File: src/hdl/lts_pkg.sv
// lts_pkg: shared widths, status codes and controller/datapath interface types
// for the lower triangular solver; no dependencies
package lts_pkg;

    localparam int COEF_W    = 32;
    localparam int ROW_W     = 10;
    localparam int STAT_W    = 2;
    localparam int SIZE_W    = 11;
    localparam int SUM_W     = 64;
    localparam int DIV_STEPS = 64;
    localparam int CNT_W     = 6;

    localparam logic [STAT_W-1:0] ST_OK        = 2'd0;
    localparam logic [STAT_W-1:0] ST_ZERO_DIAG = 2'd1;
    localparam logic [STAT_W-1:0] ST_SATURATED = 2'd2;

    typedef struct packed {
        logic capture;
        logic mac_mul;
        logic mac_acc;
        logic div_prep;
        logic div_step;
        logic finish;
    } t_cmd;

    typedef struct packed {
        logic off_diag;
        logic coef_zero;
        logic div_last;
        logic out_free;
    } t_sts;

endpackage

File: src/hdl/lts_ctrl.sv
// lts_ctrl: sequencing state machine for the lower triangular solver
// depends on lts_pkg for the command and status types
module lts_ctrl (
    input  logic          i_clk,
    input  logic          i_rst_n,
    input  logic          i_in_valid,
    input  lts_pkg::t_sts i_sts,
    output logic          o_in_stall,
    output lts_pkg::t_cmd o_cmd
);
    import lts_pkg::*;

    typedef enum logic [2:0] {
        S_IDLE,
        S_MUL,
        S_ACC,
        S_PREP,
        S_DIV,
        S_DONE
    } t_state;

    t_state r_state;

    assign o_in_stall = (r_state != S_IDLE);

    always_comb begin
        o_cmd          = '0;
        o_cmd.capture  = (r_state == S_IDLE) && i_in_valid;
        o_cmd.mac_mul  = (r_state == S_MUL);
        o_cmd.mac_acc  = (r_state == S_ACC);
        o_cmd.div_prep = (r_state == S_PREP);
        o_cmd.div_step = (r_state == S_DIV);
        o_cmd.finish   = (r_state == S_DONE) && i_sts.out_free;
    end

    always_ff @(posedge i_clk) begin
        if (!i_rst_n) begin
            r_state <= S_IDLE;
        end else begin
            unique case (r_state)
                S_IDLE: begin
                    if (i_in_valid) begin
                        r_state <= i_sts.off_diag ? S_MUL : S_PREP;
                    end
                end
                S_MUL: begin
                    r_state <= S_ACC;
                end
                S_ACC: begin
                    r_state <= S_IDLE;
                end
                S_PREP: begin
                    r_state <= i_sts.coef_zero ? S_DONE : S_DIV;
                end
                S_DIV: begin
                    if (i_sts.div_last) begin
                        r_state <= S_DONE;
                    end
                end
                S_DONE: begin
                    if (i_sts.out_free) begin
                        r_state <= S_IDLE;
                    end
                end
                default: begin
                    r_state <= S_IDLE;
                end
            endcase
        end
    end

endmodule

File: config.mk
export PLATFORM = sky130hd
export DESIGN_NAME = lts_ctrl
export DESIGN_NICKNAME = d
export VERILOG_FILES = /design/src/hdl/lts_pkg.sv /design/src/hdl/lts_ctrl.sv
export SDC_FILE = /design/constraint.sdc
export NUM_CORES = 1
export LEC_CHECK = 0
export BUFFER_PORTS_ARGS = -buffer_cell sky130_fd_sc_hd__clkbuf_2
export CORE_AREA = 3 3 40 42
export CTS_BUF_LIST = sky130_fd_sc_hd__clkbuf_4 sky130_fd_sc_hd__clkbuf_8 sky130_fd_sc_hd__clkbuf_16
export CTS_CLUSTER_SIZE = 28
export DETAILED_ROUTE_END_ITERATION = 10
export DIE_AREA = 0 0 43 45
export MAX_ROUTING_LAYER = met4
export PLACE_DENSITY = 0.44
export RECOVER_POWER = 25
export SYNTH_ARGS = -nofsm -noshare
export SYNTH_HDL_FRONTEND = slang
export SYNTH_SLANG_ARGS = --single-unit
File: constraint.sdc
create_clock -name i_clk -period 2.9 [get_ports i_clk]
set_input_delay 0.145 -clock i_clk [delete_from_list [all_inputs] [get_ports i_clk]]
set_output_delay 0.145 -clock i_clk [all_outputs]
set_load 0.01 [all_outputs]
==> impl_metrics.ini <==
[cts]
htree_levels = 1
post_cts_buffers = 0
ctsHoldBuffers = 0
cts_root_buf = clkbuf_4
cts_sinks = 3
clock_latency_ps = 230
cts_made_buffers = 3
cts.path.max_buffers = 2
cts_resized = 0
path_clk_slew_ps = 40
cts_tree = yes

[worst_setup_path]
crit_cells = 3
crit_fanout = 10
cp.arrival_ps = 1260
cp-startpoint = r_state[2]
r2r-start = r_state[2]
endpoint = o_cmd[5]
start_kind = flop
critPathCaptureType = output pin
r2r_end = r_state[1]
cp_slowest_stage_delay_ps = 390
crit_chain = or3_1 -> nor2_1 -> clkbuf_2
path_class = reg2out
critPathTopFamily = simple AND/OR/NAND/NOR gates
crit_required_ps = 2760
r2r_slack_ps = 1800
worstRegToRegCells = 3
cp_slowest_cell = dfxtp_1
cp_num_buf_inv = 1

[floorplanning]
chipWidth_um = 43
std_cell_rows = 13
initial_core_util_pct = 16.0
die_area_mm2 = 0.00194
fp.coreArea_mm2 = 0.00128
ios = 14
die-height_um = 45

[placed_design]
place_congestion = 0.609
io_buffers = 13
dp_hpwl_um = 422

[route]
num_vias = 230
dr.pass1.iters = 2
antenna_left = 0
drc = 0
wl_per_cell_um = 9.59
viasPerCell = 4.11
drtIter0Drc = 1
drt_wl_total_um = 537

[cells_and_area]
seq_area_um2 = 60.1
antenna_cells = 0
reg_top3 = r_state x3
drive_gt1_share_pct = 41.5
regMostFlops = r_state
largest_reg_flops = 3
areaGrowthSynthToFinish_pct = 46.3
multi_input_area_um2 = 115
layout.nets = 49
nFillCells = 153

[logic_synthesis]
synthArstFlopShare_pct = 0
ys_top_cells_by_count = 3 x dfxtp_1, 3 x inv_1, 3 x nor2_1
ys.flop_type = dfxtp_1
synth_warnings = 0
syn_nets = 32
synthDistinctLibCells = 17
syn_inst = 25
synth-seq-cells = 3
synth_enable_flop_cells = 0
synth_top_area_share_pct = 29.3
ys_seq_area_share_pct = 29.3
synth.top_cells.by_area = dfxtp_1 29%, a221oi_2 7.3%, nor3b_1 7.3%, buf_6 5.5%, inv_1 5.5%
avgSynthCellArea_um2 = 8.21
yosys.area.top_type = dfxtp_1
netlist_area_um2 = 205

[timing]
fin_crit_ps = 1400
setup_violations = 0
clock_skew_ps = 1.07
hold_viol_final = 0
slew_headroom_pct = 79.8
setup_tns_ps = 0
maxSlewViolCount = 0
fmax_mhz = 713
finalCritPeriodShare_pct = 48.4
rsz0062_at_grt = false
tightest_slew_ps = 303

[global_route]
antenna_found_initial = 0
grt_max_degree = 11
grt.total_usage_pct = 7.28
overflow = 0
grt_pass1_vias = 230
grt_pass1_wl_um = 917

[worst_hold_path]
hold_path.class = in2reg

[run]
maxCapViolations = 0

[power_and_ir_drop]
p_total_w = 0.000179
ir_drop_uv = 208
p_per_area_mw_per_mm2 = 595
p_leak_nw = 0.155

[outcome]
outcome = finished clean
==> layer usage <==
layer  share of wire, %  routed length [µm]  vias to the layer above  global-route usage, %
met3                6.3                  34                        0                   5.98
met1                 48                 256                      103                   7.21
met2                 46                 247                        9                   10.2
li1                   -                   -                      118                      -
met4                  0                   0                        0                   3.61
met5                  0                   0                        -                      -
==> cell families after synthesis <==
group                  share of synthesized area, %
AOI/OAI and AO/OA                              17.7
muxes                                          4.88
and+or+nand+nor                                37.2
buffers and inverters                          11.0
DFF                                            29.3
==> per-stage QoR <==
| step | util (%) | cells | setup WS, ps | instance area (µm²) | hold slack (ps) |
|---|---|---|---|---|---|
| global route | 23.4 | 56 | 1400 | 300 | 169 |
| global placement | 21.6 | 52 | 1770 | 278 | 411 |
| detailed placement | 21.6 | 52 | 1720 | 278 | 414 |
| CTS | 24.0 | 56 | 1470 | 308 | 164 |
| finish | 23.4 | 56 | 1500 | 300 | 161 |
| floorplan | - | 25 | 1750 | 205 | 305 |
==> cell type report <==
| class | instances | share of cell area (%) |
|---|---|---|
| tap | 15 | 6.25 |
| multi-input combinational | 18 | 38.3 |
| clock buffer | 4 | 10.0 |
| sequential | 3 | 20.0 |
| timing repair buffer | 13 | 21.7 |
| inverter | 3 | 3.75 |
==> layout by cell type, fill, tap and decap left out <==
| master | Yosys | routed |
|---|---|---|
| clkbuf_4 | 0 | 4 |
| mux2i_1 | 1 | 1 |
| nor4b_1 | 1 | 1 |
| and2_1 | 1 | 1 |
| clkbuf_2 | 0 | 13 |
| or3_1 | 1 | 1 |
| a21o_1 | 1 | 1 |
| nand2b_1 | 1 | 1 |
| o21bai_1 | 1 | 1 |
| nor3_1 | 1 | 1 |
| a221oi_1 | 0 | 1 |
| and3b_1 | 0 | 1 |
| a31oi_1 | 1 | 1 |
| inv_1 | 3 | 3 |
| nor2_1 | 3 | 3 |
| nand2_1 | 2 | 2 |
| nor3b_1 | 2 | 2 |
| dfxtp_1 | 3 | 3 |
==> worst register-to-register path: cells and delay by family, from the launching register on <==
kind / cells / cell delay (ps)
AOI/OAI and AO/OA: 1 / 80
DFF: 1 / 490
muxes: 1 / 280
and+or+nand+nor: 1 / 130
==> how the worst min path moves through the flow <==
stage / from / end / slack, ps / cells past startpoint
finish: i_sts[2] / r_state[0] / 160 / 3
global route: i_sts[2] / r_state[0] / 170 / 3
CTS: i_sts[2] / r_state[0] / 160 / 3
detailed placement: i_rst_n / r_state[2] / 410 / 3
global placement: i_rst_n / r_state[2] / 410 / 3
floorplan: i_rst_n / r_state[2] / 300 / 2
==> power breakdown <==
part           internal [W]  leakage [nW]  switching, W
registers         0.0000458        0.0247    0.00000781
clock network     0.0000610        0.0184     0.0000237
logic             0.0000209         0.112     0.0000194
total              0.000128         0.155     0.0000509
No activity file was read; power rests on OpenSTA's default activity.
